`config.mk`:
```
export PLATFORM = sky130hd
export DESIGN_NAME = rbnh_front
export DESIGN_NICKNAME = d
export VERILOG_FILES = /design/src/rtl/rbnh_pkg.sv /design/src/rtl/rbnh_front.sv
export SDC_FILE = /design/constraint.sdc
export NUM_CORES = 1
export LEC_CHECK = 0
export ABC_AREA = 1
export BUFFER_PORTS_ARGS = -buffer_cell sky130_fd_sc_hd__buf_2
export CAP_MARGIN = 20
export CORE_ASPECT_RATIO = 1.25
export CORE_MARGIN = 3
export CORE_UTILIZATION = 30
export DETAILED_ROUTE_END_ITERATION = 8
export RECOVER_POWER = 25
export SLEW_MARGIN = 25
export SYNTH_ARGS = -nofsm -noshare
export SYNTH_HDL_FRONTEND = slang
export SYNTH_SLANG_ARGS = --single-unit
export TNS_END_PERCENT = 5
```
`constraint.sdc`:
```
create_clock -name clk -period 23.8 [get_ports clk]
set_clock_uncertainty 0.1 [all_clocks]
set_input_delay 7.14 -clock clk [delete_from_list [all_inputs] [get_ports clk]]
set_output_delay 7.14 -clock clk [all_outputs]
set_load 0.03 [all_outputs]
```
`src/rtl/rbnh_pkg.sv`:
```
package rbnh_pkg;

    localparam int AXES = 3;

    localparam logic [2:0] REG_ORIGIN_X    = 3'd0;
    localparam logic [2:0] REG_ORIGIN_Y    = 3'd1;
    localparam logic [2:0] REG_ORIGIN_Z    = 3'd2;
    localparam logic [2:0] REG_DIRECTION_X = 3'd3;
    localparam logic [2:0] REG_DIRECTION_Y = 3'd4;
    localparam logic [2:0] REG_DIRECTION_Z = 3'd5;
    localparam logic [2:0] REG_TOLERANCE   = 3'd6;

    localparam logic [31:0] Q_ONE     = 32'h0001_0000;
    localparam logic [31:0] NEG_ONE   = 32'hFFFF_0000;
    localparam logic [31:0] NEAR_MAX  = 32'h7FFF_FFFF;

    typedef logic [AXES-1:0][31:0] vec3_t;

    typedef struct packed {
        vec3_t           lo;
        vec3_t           hi;
        vec3_t           mag;
        logic [AXES-1:0] outside;
        logic [AXES-1:0] neg;
        logic            restart;
    } box_item_t;

    typedef struct packed {
        logic        hit;
        logic        nearer;
        logic        in_box;
        logic [31:0] distance;
        logic [31:0] nearest;
    } box_result_t;

endpackage

```
`src/rtl/rbnh_front.sv`:
```
module rbnh_front
    import rbnh_pkg::*;
(
    input  logic        clk,
    input  logic        rst_n,
    input  vec3_t       origin,
    input  logic        in_valid,
    output logic        in_ready,
    input  logic [191:0] in_data,
    input  logic        in_restart,
    output logic        head_valid,
    output box_item_t   head,
    input  logic        pop
);

    box_item_t       item;
    box_item_t       fifo_reg [2];
    logic            wr_ptr_reg;
    logic            rd_ptr_reg;
    logic [1:0]      count_reg;
    logic            push;
    logic [32:0]     diff_lo;
    logic [32:0]     diff_hi;

    always_comb
    begin
        item = '0;
        item.restart = in_restart;
        diff_lo = '0;
        diff_hi = '0;
        for (int a = 0; a < AXES; a++)
        begin
            item.lo[a] = in_data[32*a +: 32];
            item.hi[a] = in_data[32*(a+3) +: 32];
            diff_lo = {item.lo[a][31], item.lo[a]} - {origin[a][31], origin[a]};
            diff_hi = {origin[a][31], origin[a]} - {item.hi[a][31], item.hi[a]};
            if ($signed(origin[a]) < $signed(item.lo[a]))
            begin
                item.outside[a] = 1'b1;
                item.mag[a]     = diff_lo[31:0];
            end
            else if ($signed(origin[a]) > $signed(item.hi[a]))
            begin
                item.outside[a] = 1'b1;
                item.neg[a]     = 1'b1;
                item.mag[a]     = diff_hi[31:0];
            end
        end
    end

    assign in_ready   = (count_reg != 2'd2);
    assign push       = in_valid && in_ready;
    assign head_valid = (count_reg != 2'd0);
    assign head       = fifo_reg[rd_ptr_reg];

    always_ff @(posedge clk or negedge rst_n)
    begin
        if (!rst_n)
        begin
            wr_ptr_reg <= 1'b0;
            rd_ptr_reg <= 1'b0;
            count_reg  <= 2'd0;
        end
        else
        begin
            if (push)
            begin
                wr_ptr_reg <= ~wr_ptr_reg;
            end
            if (pop)
            begin
                rd_ptr_reg <= ~rd_ptr_reg;
            end
            count_reg <= count_reg + {1'b0, push} - {1'b0, pop};
        end
    end

    always_ff @(posedge clk)
    begin
        if (push)
        begin
            fifo_reg[wr_ptr_reg] <= item;
        end
    end

endmodule

```
==> metrics <==
min Tclk post-route 10.99 ns; worst-path maximum fanout between 60 and 70; area grow syn2layout 17.62%; leakage ~21 nW; Clock Tree Root clkbuf_16; synth unique cells 42; Post-Synthesis Cells around 4,300; initial DRC count approximately 2,100; clock slew at reported path FFs 0.06 ns; RR Endpoint fifo_reg[1][44]; pwr/cell area a little over 100 nW/um^2; worst-skew pair later-pin latency 0.64 ns; Final setup viols 0; register area between 15,000 and 20,000 sq um; global route overflow 0; fin cells between 6,000 and 7,000; Starting Density roughly 30%; synthesized cell area 37,710 sq um; RSZ-0062 raised after global routing false; Hold Path Depth 1; synth top area cells edfxtp_1 47%, nand2_1 12%, mux2_2 8.8%; placer congestion estimate about 0.95; most area-hungry cell type in the Yosys netlist edfxtp_1; initial antenna violation count 19; Die X-Extent around 320 um; Via-to-Cell Ratio around 4.7; Final nets roughly 5,400; DIE HEIGHT around 400 um; max FFs per register slightly below 600; dpl cells around 6,400; # DRC 0; crit-path cells buf_4 > buf_4 > mux2_2 > buf_2; Seq cells post-synth between 500 and 600; Avg Synthesized Cell Area 8.851 sq um; PortBufs between 500 and 600; Power Internal roughly 0.0026 W; Post-synth EDFFs 590; Worst Path Required approximately 17 ns; Buf/Inv on CP 3; Crit. End Element primary output; Max H-tree Level 3; Setup Fix Bufs, Post-CTS 0; ys flop type edfxtp_1; Via Count about 31,000; sequential share of the synthesized area a little under half; worst-margin pin slew approximately 0.99 ns; WL per Instance between 20 and 25 um; Fillers roughly 13,000; cts hold-fix bufs 0; Min-Delay Endpoint count_reg[0]; crit path launch type flop; Reg2Reg Depth 7; Worst IR Drop VDD roughly 0.19 mV; CP peak stage delay 0.91 ns; Tcrit/Tclk final between 40% and 50%; cells resized by post-CTS repair 0; setup TNS 0 ns; Flop pwr share 34.0%; launching point of the worst reg2reg path count_reg[1]; Sw Share about two fifths; Worst EP arrival 3.75 ns; slowest cell on the critical path dfrtp_4; HPWL after DPL around 110 mm; Post-synth ARST share 0.6734%; Slew headroom approximately a third; I/O pins 590; worst min-delay path class reg -> reg; final hold violations 0; share of cells above drive strength 1 between 15 and 20%; first-pass GRT wire length roughly 190 mm; max-cap viol count 0; most used cell, CP buf_4; syn nets ~4,800; num rows 144; Tot GR Track Use 19.95%; switching pwr 0.001847 W; fmax between 0.09 and 0.1 GHz; Comb power frac a little over two fifths; Crit path max-delay family buffers and inverters; Clock Tree Buf Depth 3; CTS tree done; largest net degree at the start of global routing 66; TritonCTS Buffers 66; drt first pass iters 6; DRT antenna net count 0; die area 130,000 sq um; R2R setup slack 19.32 ns; status complete, no violations; CORE AREA about 120,000 sq um; CP Class reg -> out; final max-slew violation count 0; Hold Path Origin count_reg[0]; Clock power frac about a quarter; multi-input logic area 16,750 sq um; Yosys warning total 0; vias in the first global route slightly above 30,000; total wire length about 130 mm; Synth top area share a little under half; clock tree sinks 594
==> worst reg2reg max path: cells and delay by family, from the launching register on <==
kind	cells	cell delay, ns
AND/OR/NAND/NOR	3	0.43
flip-flops	1	0.40
buffers and inverters	4	3.09
==> per-layer routing <==
layer	global-route usage (%)	share of wire, %	wire length [um]	vias up
li1	-	-	-	15250
met1	22.77	39	52100	14530
met2	35.52	50	66910	870
met3	4.562	6.6	8799	212
met4	8.543	4.0	5365	12
met5	0	0.059	79	-
==> how the worst max path moves through the flow <==
stage	from	end	slack, ns	cells past startpoint
6_report	rd_ptr_reg	head[39]	12.81	4
2_1_floorplan	in_valid	fifo_reg[1][0]	3.26	2
3_3_place_gp	in_valid	fifo_reg[1][44]	12.55	7
3_5_place_dp	in_valid	fifo_reg[1][137]	12.55	7
4_1_cts	rd_ptr_reg	head[252]	12.69	4
5_1_grt	rd_ptr_reg	head[40]	12.61	4
==> power by group through the flow <==
stage          sequential [W]  combinational, W  clock [W]
3_5_place_dp          0.00156           0.00194          0
3_3_place_gp          0.00154           0.00195          0
4_1_cts               0.00153           0.00195    0.00108
2_1_floorplan         0.00165           0.00134          0
5_1_grt               0.00155           0.00206    0.00112
6_report              0.00153           0.00192    0.00105
==> cells by family after synthesis <==
logic type	count (synthesis)	synth area share (%)
buf+inv	789	8.370
compound gates	309	4.469
simple gates	1977	22.10
fa+ha+maj	200	6.755
flops	594	47.24
xor+xnor	97	2.253
mux	295	8.808
==> stage by stage <==
step | hold WS [ns] | total power [W] | worst slack [ns] | cell area [sq um] | util [%]
finish | 0.4353 | 0.004496 | 12.81 | 44360 | 35.78
CTS | 0.4410 | 0.004568 | 12.69 | 44570 | 35.96
detailed placement | 0.4248 | 0.003500 | 12.55 | 42370 | 34.18
global placement | 0.4057 | 0.003490 | 12.55 | 42370 | 34.18
floorplan | 0.3846 | 0.002989 | 3.261 | 37710 | -
global route | 0.4669 | 0.004729 | 12.61 | 44350 | 35.78
==> cell usage in the layout (no fill, tap or decap), types with 9 or more instances in the layout <==
cell type	n
clkbuf_16	69
nand4_1	33
nor3_1	40
edfxtp_1	590
clkinv_2	9
mux2_2	295
ha_1	194
buf_4	19
nand3_2	20
clkinv_1	11
o21ai_0	69
a21oi_1	186
nand2_2	24
nand3_1	307
xor2_1	92
clkbuf_1	195
nand2_1	1232
nor2_1	277
buf_2	405
o21bai_1	40
inv_1	716
==> final cells by class <==
class	instances	area share, %
Antenna cell	7	0.03949
Clock buffer	80	3.986
Clock inverter	42	0.9816
Inverter	717	6.067
Multi-Input combinational cell	2878	37.77
Sequential cell	594	40.18
Tap cell	1606	4.530
Timing Repair Buffer	608	6.448
==> synthesized netlist by cell type (3+ instances only) <==
cell      instances
nand3_2          20
xor2_1           92
nor3_1           40
nand3b_1          7
a21oi_2           3
buf_6            13
dfrtp_1           4
nor2_1          279
nor2_4            6
nand4_1          33
o21bai_1         40
inv_1           716
nor2_2            4
xnor2_1           5
nor3_2            3
a21o_1            8
nor4_1            6
fa_1              6
o21ai_0          69
buf_2            38
ha_1            194
edfxtp_1        590
and2_1            4
clkbuf_1         13
nand2_1        1232
nand3_1         307
nand4_2           3
mux2_2          295
nand2_2          24
buf_4             6
a21oi_1         186
Power figures use the tool's default switching activity.
