`src/rtl/rbnh_pkg.sv`:
```
package rbnh_pkg;

    localparam int AXES = 3;

    localparam logic [2:0] REG_ORIGIN_X    = 3'd0;
    localparam logic [2:0] REG_ORIGIN_Y    = 3'd1;
    localparam logic [2:0] REG_ORIGIN_Z    = 3'd2;
    localparam logic [2:0] REG_DIRECTION_X = 3'd3;
    localparam logic [2:0] REG_DIRECTION_Y = 3'd4;
    localparam logic [2:0] REG_DIRECTION_Z = 3'd5;
    localparam logic [2:0] REG_TOLERANCE   = 3'd6;

    localparam logic [31:0] Q_ONE     = 32'h0001_0000;
    localparam logic [31:0] NEG_ONE   = 32'hFFFF_0000;
    localparam logic [31:0] NEAR_MAX  = 32'h7FFF_FFFF;

    typedef logic [AXES-1:0][31:0] vec3_t;

    typedef struct packed {
        vec3_t           lo;
        vec3_t           hi;
        vec3_t           mag;
        logic [AXES-1:0] outside;
        logic [AXES-1:0] neg;
        logic            restart;
    } box_item_t;

    typedef struct packed {
        logic        hit;
        logic        nearer;
        logic        in_box;
        logic [31:0] distance;
        logic [31:0] nearest;
    } box_result_t;

endpackage

```
`src/rtl/rbnh_div.sv`:
```
module rbnh_div
(
    input  logic        clk,
    input  logic        rst_n,
    input  logic        start,
    input  logic [31:0] num_mag,
    input  logic [31:0] den_mag,
    input  logic        neg,
    output logic        done,
    output logic [31:0] quotient
);

    typedef enum logic [1:0] {S_IDLE, S_RUN, S_DONE} div_state_t;

    div_state_t  state_reg;
    logic [32:0] rem_reg;
    logic [47:0] quo_reg;
    logic [31:0] den_reg;
    logic        neg_reg;
    logic [5:0]  count_reg;
    logic [32:0] rem_sh;
    logic [32:0] rem_sub;

    assign rem_sh  = {rem_reg[31:0], quo_reg[47]};
    assign rem_sub = rem_sh - {1'b0, den_reg};
    assign done    = (state_reg == S_DONE);

    always_comb
    begin
        if (neg_reg)
        begin
            if (quo_reg > 48'h0000_8000_0000)
            begin
                quotient = 32'h8000_0000;
            end
            else
            begin
                quotient = 32'd0 - quo_reg[31:0];
            end
        end
        else if (quo_reg > 48'h0000_7FFF_FFFF)
        begin
            quotient = 32'h7FFF_FFFF;
        end
        else
        begin
            quotient = quo_reg[31:0];
        end
    end

    always_ff @(posedge clk or negedge rst_n)
    begin
        if (!rst_n)
        begin
            state_reg <= S_IDLE;
            rem_reg   <= '0;
            quo_reg   <= '0;
            den_reg   <= '0;
            neg_reg   <= 1'b0;
            count_reg <= '0;
        end
        else
        begin
            unique case (state_reg)
                S_IDLE:
                begin
                    if (start)
                    begin
                        rem_reg   <= '0;
                        quo_reg   <= {num_mag, 16'd0};
                        den_reg   <= den_mag;
                        neg_reg   <= neg;
                        count_reg <= 6'd47;
                        state_reg <= S_RUN;
                    end
                end
                S_RUN:
                begin
                    if (!rem_sub[32])
                    begin
                        rem_reg <= rem_sub;
                        quo_reg <= {quo_reg[46:0], 1'b1};
                    end
                    else
                    begin
                        rem_reg <= rem_sh;
                        quo_reg <= {quo_reg[46:0], 1'b0};
                    end
                    count_reg <= count_reg - 6'd1;
                    if (count_reg == 6'd0)
                    begin
                        state_reg <= S_DONE;
                    end
                end
                S_DONE:
                begin
                    state_reg <= S_IDLE;
                end
                default:
                begin
                    state_reg <= S_IDLE;
                end
            endcase
        end
    end

endmodule

```
`src/rtl/rbnh_back.sv`:
```
module rbnh_back
    import rbnh_pkg::*;
(
    input  logic        clk,
    input  logic        rst_n,
    input  vec3_t       origin,
    input  vec3_t       direction,
    input  logic [15:0] tolerance,
    input  logic        head_valid,
    input  box_item_t   head,
    output logic        pop,
    output logic        out_valid,
    input  logic        out_ready,
    output box_result_t out_result
);

    typedef enum logic [2:0] {S_IDLE, S_AXIS, S_DIV, S_PICK, S_MUL, S_CHK, S_DONE} back_state_t;

    back_state_t  state_reg;
    box_item_t    item_reg;
    logic [1:0]   axis_reg;
    vec3_t        cand_reg;
    logic [1:0]   pick_reg;
    logic         hit_reg;
    logic signed [63:0] prod_reg;
    logic [31:0]  nearest_reg;
    logic         out_valid_reg;
    box_result_t  result_reg;

    logic         div_start;
    logic         div_done;
    logic [31:0]  div_q;
    logic [31:0]  dir_a;
    logic [31:0]  den_mag;
    logic [1:0]   pick_next;
    logic         in_box;
    logic signed [49:0] point;
    logic signed [49:0] bound_lo;
    logic signed [49:0] bound_hi;
    logic [31:0]  near_base;
    logic [31:0]  hit_dist;
    logic         nearer;

    assign dir_a     = direction[axis_reg];
    assign den_mag   = dir_a[31] ? (32'd0 - dir_a) : dir_a;
    assign in_box    = ~|item_reg.outside;
    assign div_start = (state_reg == S_AXIS) && item_reg.outside[axis_reg] && (dir_a != 32'd0);
    assign pop       = (state_reg == S_IDLE) && head_valid;

    rbnh_div u_div
    (
        .clk      (clk),
        .rst_n    (rst_n),
        .start    (div_start),
        .num_mag  (item_reg.mag[axis_reg]),
        .den_mag  (den_mag),
        .neg      (item_reg.neg[axis_reg] ^ dir_a[31]),
        .done     (div_done),
        .quotient (div_q)
    );

    always_comb
    begin
        pick_next = 2'd0;
        if ($signed(cand_reg[1]) > $signed(cand_reg[0]))
        begin
            pick_next = 2'd1;
        end
        if ($signed(cand_reg[2]) > $signed(cand_reg[pick_next]))
        begin
            pick_next = 2'd2;
        end
    end

    always_comb
    begin
        point    = 50'($signed(origin[axis_reg])) + 50'(prod_reg >>> 16);
        bound_lo = 50'($signed(item_reg.lo[axis_reg])) - 50'($signed({1'b0, tolerance}));
        bound_hi = 50'($signed(item_reg.hi[axis_reg])) + 50'($signed({1'b0, tolerance}));
        near_base = item_reg.restart ? NEAR_MAX : nearest_reg;
        hit_dist  = (hit_reg && !in_box) ? cand_reg[pick_reg] : 32'd0;
        nearer    = hit_reg && ($signed(hit_dist) <= $signed(near_base));
    end

    assign out_valid  = out_valid_reg;
    assign out_result = result_reg;

    always_ff @(posedge clk or negedge rst_n)
    begin
        if (!rst_n)
        begin
            state_reg     <= S_IDLE;
            item_reg      <= '0;
            axis_reg      <= 2'd0;
            cand_reg      <= '0;
            pick_reg      <= 2'd0;
            hit_reg       <= 1'b0;
            prod_reg      <= '0;
            nearest_reg   <= NEAR_MAX;
            out_valid_reg <= 1'b0;
            result_reg    <= '0;
        end
        else
        begin
            if (out_valid_reg && out_ready && (state_reg != S_DONE))
            begin
                out_valid_reg <= 1'b0;
            end
            unique case (state_reg)
                S_IDLE:
                begin
                    if (head_valid)
                    begin
                        item_reg  <= head;
                        axis_reg  <= 2'd0;
                        cand_reg  <= {NEG_ONE, NEG_ONE, NEG_ONE};
                        state_reg <= S_AXIS;
                    end
                end
                S_AXIS:
                begin
                    if (div_start)
                    begin
                        state_reg <= S_DIV;
                    end
                    else if (axis_reg == 2'd2)
                    begin
                        state_reg <= S_PICK;
                    end
                    else
                    begin
                        axis_reg <= axis_reg + 2'd1;
                    end
                end
                S_DIV:
                begin
                    if (div_done)
                    begin
                        cand_reg[axis_reg] <= div_q;
                        if (axis_reg == 2'd2)
                        begin
                            state_reg <= S_PICK;
                        end
                        else
                        begin
                            axis_reg  <= axis_reg + 2'd1;
                            state_reg <= S_AXIS;
                        end
                    end
                end
                S_PICK:
                begin
                    pick_reg <= pick_next;
                    axis_reg <= 2'd0;
                    if (in_box)
                    begin
                        hit_reg   <= 1'b1;
                        state_reg <= S_DONE;
                    end
                    else if (cand_reg[pick_next][31])
                    begin
                        hit_reg   <= 1'b0;
                        state_reg <= S_DONE;
                    end
                    else
                    begin
                        hit_reg   <= 1'b1;
                        state_reg <= S_MUL;
                    end
                end
                S_MUL:
                begin
                    if (axis_reg == pick_reg)
                    begin
                        if (axis_reg == 2'd2)
                        begin
                            state_reg <= S_DONE;
                        end
                        else
                        begin
                            axis_reg <= axis_reg + 2'd1;
                        end
                    end
                    else
                    begin
                        prod_reg  <= $signed(cand_reg[pick_reg]) * $signed(dir_a);
                        state_reg <= S_CHK;
                    end
                end
                S_CHK:
                begin
                    if (point < bound_lo || point > bound_hi)
                    begin
                        hit_reg   <= 1'b0;
                        state_reg <= S_DONE;
                    end
                    else if (axis_reg == 2'd2)
                    begin
                        state_reg <= S_DONE;
                    end
                    else
                    begin
                        axis_reg  <= axis_reg + 2'd1;
                        state_reg <= S_MUL;
                    end
                end
                S_DONE:
                begin
                    if (!out_valid_reg || out_ready)
                    begin
                        nearest_reg         <= nearer ? hit_dist : near_base;
                        result_reg.hit      <= hit_reg;
                        result_reg.nearer   <= nearer;
                        result_reg.in_box   <= in_box;
                        result_reg.distance <= hit_dist;
                        result_reg.nearest  <= nearer ? hit_dist : near_base;
                        out_valid_reg       <= 1'b1;
                        state_reg           <= S_IDLE;
                    end
                end
                default:
                begin
                    state_reg <= S_IDLE;
                end
            endcase
        end
    end

    a_nearer_needs_hit: assert property (@(posedge clk) disable iff (!rst_n)
        out_valid_reg && result_reg.nearer |-> result_reg.hit)
        else $error("nearest update without a hit");

    a_in_box_zero: assert property (@(posedge clk) disable iff (!rst_n)
        out_valid_reg && result_reg.in_box |-> result_reg.hit && result_reg.distance == 32'd0)
        else $error("inside box must hit at distance zero");

    a_miss_zero: assert property (@(posedge clk) disable iff (!rst_n)
        out_valid_reg && !result_reg.hit |-> result_reg.distance == 32'd0)
        else $error("missed box must report distance zero");

    a_pop_idle: assert property (@(posedge clk) disable iff (!rst_n)
        pop |=> state_reg == S_AXIS)
        else $error("popped beat not taken into work");

endmodule

```
`config.mk`:
```
export PLATFORM = sky130hd
export DESIGN_NAME = rbnh_back
export DESIGN_NICKNAME = d
export VERILOG_FILES = /design/src/rtl/rbnh_pkg.sv /design/src/rtl/rbnh_div.sv /design/src/rtl/rbnh_back.sv
export SDC_FILE = /design/constraint.sdc
export NUM_CORES = 2
export LEC_CHECK = 0
export ABC_CLOCK_PERIOD_IN_PS = 17800
export BUFFER_PORTS_ARGS = -buffer_cell sky130_fd_sc_hd__buf_2
export CORE_AREA = 2 2 405 407
export DETAILED_ROUTE_END_ITERATION = 7
export DIE_AREA = 0 0 407 409
export PLACE_DENSITY = 0.66
export SYNTH_ARGS = -nofsm -noshare
export SYNTH_HDL_FRONTEND = slang
export SYNTH_SLANG_ARGS = --single-unit
```
`constraint.sdc`:
```
create_clock -name clk -period 17.8 [get_ports clk]
set_input_delay 3.56 -clock clk [delete_from_list [all_inputs] [get_ports clk]]
set_output_delay 3.56 -clock clk [all_outputs]
set_load 0.01 [all_outputs]
```
==> results by group <==
Worst hold path
  • Hold endpoint: out_result[64]
  • Worst min-delay path category: register to register
  • Hold Startpoint: out_result[64]
  • Cells on Worst Hold Path: 2

Clock network
  • Clock tree root buffer cell: clkbuf_16
  • Resized cells post-CTS: 0
  • Clock sinks: between 600 and 700
  • CTS Buf Count: 79
  • Reg clk slew, reported paths: 0.06 ns
  • CTS tree: yes
  • Setup Buffers After CTS: 0
  • Max clock buf depth: 3
  • Hold bufs inserted after CTS: 0
  • CTS H-tree lvls: 3
  • Clock latency on the worst-skew pair: 0.72 ns

Cells and area
  • Layout Nets: 10800
  • Most frequent cells in the layout: inv_1 (1110), fa_1 (1085), nor2_1 (980), nand2_1 (977), dfrtp_1 (633)
  • Commonest non-fill, non-tap cell in the layout: inv_1
  • Finished Layout Cells: 10990
  • Area of the multi-input gates: 0.05532 mm²
  • Max reg flops: 295
  • Fill count: 14730
  • Layout cells sized above 1: 0.1552
  • Area Overhead vs Synth: 10.69%
  • Register area: 0.01674 mm²

Drt
  • Post-DR wirelength/cell: 23.68 µm
  • Vias per cell: 5.750
  • Routed Antenna Nets: 0
  • Iter 0 DRT Violations: 5547
  • Drt pass-1 iters: 7
  • DRT Wirelength: 260.3 mm
  • DRC errors left: 0
  • Via count: between 60000 and 70000

Synthesis
  • Top cell type by total area after synthesis: fa_1
  • Mapped cell area: roughly 0.077 mm²
  • Post-synthesis async set-or-reset flop share: 1.000
  • Post-synthesis mux area share: 0.08443
  • Register bit total from synthesis: 667
  • Ys Warns: 0
  • Post-Syn Nets: between 10000 and 15000
  • Compound-Gate Fraction of Synth Area: 0.1063
  • Synth Area in Simple Gates: 0.1330
  • Part of the Yosys area used for sequential elements: 0.2160
  • Post-Synthesis Cells: 8341
  • Yosys top cell area share: 0.2804
  • Synth top area cells: fa_1 (28%), dfrtp_1 (21%), ha_1 (7.9%)
  • Top_reg_cell synth: dfrtp_1
  • Post-Synth XOR/XNOR Area: 0.02431
  • Netlist cell types: 99
  • Syn Area/Cell: 9.287 µm²
  • Post-synth EDFFs: 0
  • Main combinational cell family by area after synthesis: adder cells
  • Adder-cell area share of the yosys netlist: 0.3599

Floorplanning
  • Placeable Area: approximately 0.16 mm²
  • Die extent in x: roughly 400 µm
  • Die area: 0.1665 mm²
  • Number of I/O pins: 576
  • # rows: 148
  • Initial Util: 0.4781
  • Chip Height: 409 µm

Worst setup path
  • Critical R2R Launch: pick_reg[1]
  • Required @ worst endpoint: between 15 and 20 ns
  • CP Data Arrival Time: approximately 13 ns
  • Crit Path Max Fanout: 20
  • Reg2Reg Depth: 27
  • Critical Path Source Type: primary input
  • Worst flop-to-flop path endpoint: prod_reg[59]
  • Crit Path Category: primary input to register
  • CP endpoint kind: register
  • FF-to-FF setup slack: 7.28 ns

STA
  • Final period util: 0.6739
  • Worst-margin pin slew: 1.292 ns
  • Worst Skew: 0.04692 ns
  • Fin crit period: 12.00 ns
  • Worst slew margin: 0.1347
  • Final number of setup-violating endpoints: 0
  • Slew Viols, Final: 0
  • Hold Violations, Final: 0
  • TNS Setup: 0 ns
  • Max Clock Freq: about 83 MHz
  • RSZ-0062 raised after global routing: false

Placed design
  • Placed instance count: 10810
  • Buffers on Ports: 575
  • GPL Wtd Cong: ~1
  • Post-DP HPWL: 203.3 mm

GRT
  • Global route total overflow: 0
  • Vias in the first global route: about 65000
  • First-pass GRT wire length: 397.0 mm
  • Pin count of the biggest net entering global routing: 132
  • Initial antenna violation count: 47
  • Global-route usage over all layers: 0.3167

Flow run
  • Max-cap violations: 0

Run status
  • Outcome: finished, final reports clean
layer usage:
layer	up-vias	routed length [µm]	global-route usage
met5	-	137	0
met4	20	14430	0.1533
met3	680	22430	0.06729
met2	2821	121900	0.5091
met1	31820	101300	0.4058
li1	27860	-	-
Yosys cell counts (142+ instances only):
master and instances:
a21o_1 184, a21oi_1 310, clkbuf_1 321, dfrtp_1 636, fa_1 1085, ha_1 492, inv_1 1110, mux2_2 353
mux2i_1 251, nand2_1 980, nor2_1 981, o21ai_0 377, xnor2_1 142
worst max-delay path, cell delays in order:
cell and delay, ns:
buf_2 0.10, mux2_1 0.30, a22oi_2 0.16, buf_4 0.33
buf_4 0.33, nand2b_1 0.26, fa_1 0.47, fa_1 0.86
inv_1 0.11, fa_1 1.10, fa_1 0.55, fa_1 0.48
fa_1 0.55, inv_1 0.05, fa_1 0.53, inv_1 0.05
fa_1 0.47, ha_1 0.41, a21o_1 0.21, a21oi_1 0.14
nor2_1 0.06, a211oi_1 0.20, o21ai_0 0.12, a41o_1 0.30
a211o_1 0.32, or4_1 0.47, nand3_1 0.10
metrics by stage:
stage / cell area, µm² / utilization / setup slack [ns] / hold WS (ns)
finish: 85740 / 0.5292 / 5.804 / 0.4724
global placement: 82900 / 0.5116 / 5.103 / 0.4564
global route: 85700 / 0.5289 / 5.449 / 0.4995
detailed placement: 82900 / 0.5116 / 5.112 / 0.4671
floorplan: 77460 / - / 6.038 / 0.4498
CTS: 85640 / 0.5285 / 5.841 / 0.4795
logic make-up (layout without fill, tap and decap cells):
family | after synthesis | in the layout
buffers and inverters | 1536 | 1971
DFF | 667 | 667
AOI/OAI and AO/OA | 1311 | 1311
adders and majority gates | 1577 | 1577
other | 0 | 41
and+or+nand+nor | 2427 | 2427
muxes | 608 | 608
xor gates and xnor gates | 215 | 215
how the worst max path moves through the flow:
stage / from / end / slack, ns / cells after the start
floorplan: direction[42] / prod_reg[63] / 6.04 / 28
global placement: direction[44] / prod_reg[63] / 5.10 / 27
detailed placement: direction[43] / prod_reg[63] / 5.11 / 27
CTS: direction[43] / prod_reg[63] / 5.84 / 27
global route: direction[43] / prod_reg[63] / 5.45 / 27
finish: direction[43] / prod_reg[63] / 5.80 / 27
final cells by class:
class,instances,share of cell area
repair buffers,715,0.04594
flip-flops and latches,667,0.1952
clock inverters,35,0.005516
diodes,41,0.001197
clock buffers,108,0.02646
multi-input cells,6138,0.6452
inverters,1113,0.04872
well taps,2175,0.03174
Power is not shown: default switching activity piles up to over one toggle a cycle in this logic, so the estimate is an artifact.
